File: src/hw/rtl/ilpm_pkg.sv
// Package for the IPv4 longest prefix match block.
// Holds table sizes, field widths, the probe and write structs, the state type and the mask function.
// No dependencies.
`timescale 1ns / 1ps
`default_nettype none

package ilpm_pkg;

    localparam int TABLE_ENTRIES = 64;
    localparam int PEER_COUNT    = 16;

    localparam int ADDR_W  = 32;
    localparam int ENTRY_W = 6;
    localparam int PFX_W   = 6;
    localparam int PEER_W  = 4;

    localparam logic [PFX_W-1:0]  MAX_PREFIX = PFX_W'(32);
    localparam logic [ADDR_W-1:0] ADDR_MASK  = 32'hffff_ffff;

    localparam logic MODE_LOOKUP = 1'b0;
    localparam logic MODE_WRITE  = 1'b1;

    typedef enum logic {
        ST_IDLE,
        ST_LOOKUP
    } t_state;

    typedef struct packed {
        logic [ADDR_W-1:0]  addr;
        logic               found;
        logic [PFX_W-1:0]   pfx;
        logic [PEER_W-1:0]  peer;
        logic [ENTRY_W-1:0] slot;
    } t_probe;

    typedef struct packed {
        logic               en;
        logic [ENTRY_W-1:0] idx;
        logic               ok;
        logic [ADDR_W-1:0]  net;
        logic [PFX_W-1:0]   pfx;
        logic [PEER_W-1:0]  peer;
    } t_write;

    // prefix is at most 32 for any stored entry
    function automatic logic [ADDR_W-1:0] prefix_mask(input logic [PFX_W-1:0] pfx);
        logic [ADDR_W-1:0] m;
        if (pfx >= MAX_PREFIX) begin
            m = ADDR_MASK;
        end else begin
            m = ~(ADDR_MASK >> pfx);
        end
        return m;
    endfunction

endpackage

`default_nettype wire

File: src/hw/rtl/ilpm_cell.sv
// One route slot of the match chain: holds the entry and updates the passing probe.
// Depends on ilpm_pkg.
`timescale 1ns / 1ps
`default_nettype none

module ilpm_cell (
    input  wire logic                   i_clk,
    input  wire logic                   i_rst_n,
    input  wire logic [ilpm_pkg::ENTRY_W-1:0] i_slot,
    input  wire ilpm_pkg::t_write       i_wr,
    input  wire logic                   i_vld,
    input  wire ilpm_pkg::t_probe       i_probe,
    output logic                        o_vld,
    output ilpm_pkg::t_probe            o_probe
);
    import ilpm_pkg::*;

    logic                r_valid;
    logic [ADDR_W-1:0]   r_net;
    logic [PFX_W-1:0]    r_pfx;
    logic [PEER_W-1:0]   r_peer;
    logic                r_vld;
    t_probe              r_probe;
    t_probe              n_probe;
    logic                w_sel;
    logic                w_match;

    assign w_sel = i_wr.en && (i_wr.idx == i_slot);

    always_ff @(posedge i_clk) begin
        if (!i_rst_n) begin
            r_valid <= 1'b0;
        end else if (w_sel) begin
            r_valid <= i_wr.ok;
        end
    end

    always_ff @(posedge i_clk) begin
        if (w_sel && i_wr.ok) begin
            r_net  <= i_wr.net;
            r_pfx  <= i_wr.pfx;
            r_peer <= i_wr.peer;
        end
    end

    always_comb begin
        w_match = r_valid && (((i_probe.addr ^ r_net) & prefix_mask(r_pfx)) == '0)
                  && (!i_probe.found || (r_pfx > i_probe.pfx));
        n_probe = i_probe;
        if (w_match) begin
            n_probe.found = 1'b1;
            n_probe.pfx   = r_pfx;
            n_probe.peer  = r_peer;
            n_probe.slot  = i_slot;
        end
    end

    always_ff @(posedge i_clk) begin
        if (!i_rst_n) begin
            r_vld <= 1'b0;
        end else begin
            r_vld <= i_vld;
        end
    end

    always_ff @(posedge i_clk) begin
        r_probe <= n_probe;
    end

    assign o_vld   = r_vld;
    assign o_probe = r_probe;

endmodule

`default_nettype wire

File: config.mk
export PLATFORM = sky130hd
export DESIGN_NAME = ilpm_cell
export DESIGN_NICKNAME = d
export VERILOG_FILES = /design/src/hw/rtl/ilpm_pkg.sv /design/src/hw/rtl/ilpm_cell.sv
export SDC_FILE = /design/constraint.sdc
export NUM_CORES = 1
export LEC_CHECK = 0
export ABC_AREA = 1
export BUFFER_PORTS_ARGS = -buffer_cell sky130_fd_sc_hd__buf_2
export CORE_MARGIN = 3
export CORE_UTILIZATION = 35
export CTS_BUF_LIST = sky130_fd_sc_hd__clkbuf_2 sky130_fd_sc_hd__clkbuf_4 sky130_fd_sc_hd__clkbuf_8
export DETAILED_ROUTE_END_ITERATION = 10
export GPL_ROUTABILITY_DRIVEN = 0
export SYNTH_ARGS = -nofsm -noshare
export SYNTH_HDL_FRONTEND = slang
export SYNTH_SLANG_ARGS = --single-unit
File: constraint.sdc
create_clock -name i_clk -period 5 [get_ports i_clk]
set_input_delay 1 -clock i_clk [delete_from_list [all_inputs] [get_ports i_clk]]
set_output_delay 1 -clock i_clk [all_outputs]
set_load 0.01 [all_outputs]
* Word-level counts from Yosys, hierarchy flattened
Cells that the tools add are included.
** Storage, ports and cells
- Register bits after elaboration :: 93
- Bits in latches :: 0
- Memory bits (writable) :: 0
- Bits in read-only memories :: 0
- Bits of input ports :: 108
- Output and inout port bits :: 50
- Logic and storage cells :: 26
- Memories :: 0
** Cells by class
- Add/subtract/negate cells :: 0
- Multiply operators :: 0
- Div/mod/pow operators :: 0
- Order comparisons :: 2
- Equal/unequal tests :: 1
- Shift operators :: 1
- Muxes and demuxes :: 2
- Bitwise logic cells :: 3
- Reductions and logical operators :: 7
** Operators with widths (number)
- $and A32 B32 Y32 :: 1
- $logic_not A32 Y1 :: 1
- $mux W32 :: 1
- $not A32 Y32 :: 1
- $shr A32 B6 Y32 const A :: 1
- $xor A32 B32 Y32 :: 1
- $mux W16 :: 1
- $eq A6 B6 Y1 :: 1
- $ge A6 B6 Y1 const B :: 1
- $gt A6 B6 Y1 :: 1
- $logic_and A1 B1 Y1 :: 4
- $logic_not A1 Y1 :: 1
- $logic_or A1 B1 Y1 :: 1

* Logic depth before layout (Yosys ltp)
- Depth after elaboration :: 8
- Depth in mapped cells :: 15
- Gate-level depth less buffers :: 13

* Least setup slack after synthesis
Ideal clock, no wire load.
- Kind :: input port to flip-flop
- From :: input i_slot[2] (netlist bit)
- To :: register r_net[0] (enable)
- Data arrival time :: 2.527 ns
- Path slack :: 2.077 ns
- Stages on the path :: 4
- Path buffers :: 0
- Cells stage by stage :: or2_2 -> a211oi_1 -> nand4_1 -> inv_1
** On the way
- Word-level cells in the longest chain between the ends :: 3
** RTL lines
- from (decl) :: line ilpm_cell.sv:9 : input wire logic [ilpm_pkg::ENTRY_W-1:0] i_slot,
- $eq A6 B6 Y1 :: line ilpm_cell.sv:28 : assign w_sel = i_wr.en && (i_wr.idx == i_slot);
- $logic_and A1 B1 Y1 :: line ilpm_cell.sv:28
- $logic_and A1 B1 Y1 :: line ilpm_cell.sv:39 : if (w_sel && i_wr.ok) begin
- to (signal assigned) :: line ilpm_cell.sv:40 : r_net <= i_wr.net;
- to (decl) :: line ilpm_cell.sv:19 : logic [ADDR_W-1:0] r_net;
Every way passes these cells.
A chain may end at the register's enable or synchronous reset.

==> key figures <==
Floorplan
  – FP Rows: 37
  – Chip Width: 112 microns
  – Core Footprint: 10,600 sq um
  – DIE AREA: 12,500 sq um
  – Die height: 112 microns
  – Initial Util: 36.8%
  – Top-Level Pins: 158

Synthesis
  – Compound-Gate Fraction of Synth Area: 2.40%
  – Post-synth cell types: 26
  – Post-Syn Instances: 432
  – Yosys Warn Count: 0
  – Syn_area_per_cell: 9.03 sq um
  – Top cell type's share of synthesized area: 32.3%
  – Register area share after synthesis: 58.5%
  – Main combinational cell family by area after synthesis: simple AND/OR/NAND/NOR gates
  – Post-Synth Adder-Cell Area: 1.92%
  – Mapped cell area: 3900 sq um
  – Synth top area cells: edfxtp_1, dfxtp_1, nand2_1, nand3_1, inv_1
  – Post-Synth Simple-Gate Area: 26.5%
  – Syn Nets: 546
  – Synth Area in XOR/XNOR: 4.04%
  – Mux share of post-synthesis cell area: 0%
  – FF+latch count, synth: 93
  – Cell taking the most area after synthesis: edfxtp_1

Cells and area
  – Synth-to-layout area growth: 28.7%
  – Most frequent cells in the layout: buf_2, nand2_1, dfxtp_1, inv_1, edfxtp_1
  – Non-Filler Instances: 733
  – Final Cell Area: 5020 sq um
  – Core Util, Final: 47.4%
  – Most common cell after layout, fill and taps aside: buf_2
  – Layout fillers: 1,055
  – Nets: 706
  – Diodes inserted: 0
  – Share of cells above drive strength 1: 32.0%

Drt
  – Detail Route Antenna Nets: 0
  – DR DRC count: 0
  – First DRT Iteration DRCs: 180
  – Vias per Instance: 4.51
  – Drt wl/cell: 12.9 microns
  – TritonRoute pass-1 iters: 4
  – Via count: 3,303
  – DRT Wirelength: 9430 microns

Hold path
  – Hold Crit Depth: 2
  – Class of the worst hold path: reg -> reg

STA
  – Clock skew: 0.00668 ns
  – Setup TNS: 0 ns
  – Slew headroom: 39.4%
  – Minimum clock period: 2.78 ns
  – Slew of the pin with the lowest slew margin: 0.908 ns
  – Hold Fails Final Rpt: 0
  – Setup slack after layout: 2.22 ns
  – Endpoints failing setup: 0
  – Unrepaired setup endpoints after global routing: no
  – Final Hold Slack: 0.465 ns
  – Final-report max-slew violation count: 0
  – Fmax: 360 MHz
  – Fin crit share: 55.6%

Worst setup path
  – R2R depth: 10
  – Worst path max stage delay: 0.47 ns
  – Worst-path fanout max: 17
  – WP data arrival: 3.04 ns
  – Critical path type: in -> reg
  – Startpoint Class: input pin
  – Most used cell, CP: nand2_1
  – Critical-path top delay cell: nand4_2
  – Crit-path cells: buf_2 > inv_1 > ha_1 > nand2_1 > nor2_1 > o21ai_0 > inv_1 > o21ai_0 > nand2_1 > nand4_2 > nand2_1 > nand2_1
  – Worst Path Required: 5.26 ns
  – Crit. End Element: flop

Global route
  – Pin count of the biggest net entering global routing: 43
  – Global route overflow: 0
  – Vias in the first global route: 3,312
  – Tot GR Track Use: 15.6%
  – First-pass GRT wire length: 15,400 microns
  – Antenna violations before repair: 0

Power
  – Power Dens Cells: 302 nW/um^2
  – Peak VDD IR: 220 uV
  – Leakage power: 2.56 nW
  – Total power: 1.52 mW

Placement
  – DP Area: 4790 sq um
  – Post-Place Worst Slack: 1.80 ns
  – Port bufs: 157
  – Placed insts: 717
  – Dpl hpwl: 7340 microns

Clocking
  – CTS max path bufs: 2
  – CTS tree: yes
  – CTS root buf: clkbuf_8
  – Reg clk slew, reported paths: 0.08 ns
  – CTS H-tree lvls: 3
  – Clock Latency Late Sink: 0.36 ns
  – Hold-fix buffers, CTS: 0
  – # clock sinks: 93
  – Post-cts gate resize count: 0
  – Num CTS Buffers: 9
  – Post-CTS Setup Repair Bufs: 0

Run
  – Max-cap violation count: 0

Run status
  – Status: completed
==> routing by layer <==
layer / global-route usage, % / vias to the layer above / share of wire, %
met3: 5.27 / 18 / 7.5
met4: 6.49 / 0 / 2.2
met2: 24.6 / 132 / 46
met1: 19.5 / 1462 / 44
li1: - / 1691 / -
met5: 0 / - / 0
==> critical path: cells and delay by family <==
family                     cells  cell delay [ns]
AOI/OAI and AO/OA              2             0.18
adders and majority gates      1             0.28
buffers and inverters          3             0.18
and+or+nand+nor                6             1.40
==> state kept, by name (all words and copies together) (netlist names) <==
signal / count
r_net: 32
o_probe: 49
r_valid: 1
r_peer: 4
r_pfx: 6
o_vld: 1
==> area by class of cell <==
type,instances,area (sq um),share of cell area (%)
Clock buffer,12,159,3.16
Clock inverter,4,70.1,1.40
Inverter,52,195,3.89
Multi-Input combinational cell,279,1360,27.1
Sequential cell,93,2280,45.4
Tap cell,136,170,3.39
Timing Repair Buffer,157,786,15.6
==> synthesized netlist by cell type <==
library cell / count
nand2_1: 147
dfxtp_1: 51
inv_1: 49
edfxtp_1: 42
nand3_1: 41
nor2_1: 30
xor2_1: 16
a21oi_1: 6
ha_1: 6
o21ai_0: 6
nand4_1: 5
or2_2: 5
buf_2: 4
buf_6: 4
nor2_4: 4
nand3_2: 3
inv_2: 2
o21ai_1: 2
xnor2_1: 2
a211oi_1: 1
a21boi_0: 1
clkinv_1: 1
nand2_2: 1
nand4_2: 1
nor3b_1: 1
o21ai_2: 1
==> cells by family (layout without fill, tap and decap cells) <==
kind of cell / count (synthesis) / in the layout
DFF: 93 / 93
adders and majority gates: 6 / 6
xor gates and xnor gates: 18 / 18
AOI/OAI and AO/OA: 17 / 17
buffers and inverters: 60 / 225
and+or+nand+nor: 238 / 238
==> power by group <==
group	internal (mW)	total, mW	switching [mW]
sequential	0.816	0.823	0.00632
combinational	0.0648	0.137	0.0717
clock	0.313	0.558	0.245
total	1.19	1.52	0.323
==> worst paths after layout <==
path,startpoint,slack (ns),to
max,i_probe[15],2.22,o_probe[12]
min,r_peer[1],0.47,o_probe[7]
max reg2reg,r_pfx[3],2.31,o_probe[12]
min reg2reg,r_peer[1],0.47,o_probe[7]
Note: power is estimated with default switching activity, not from simulation.
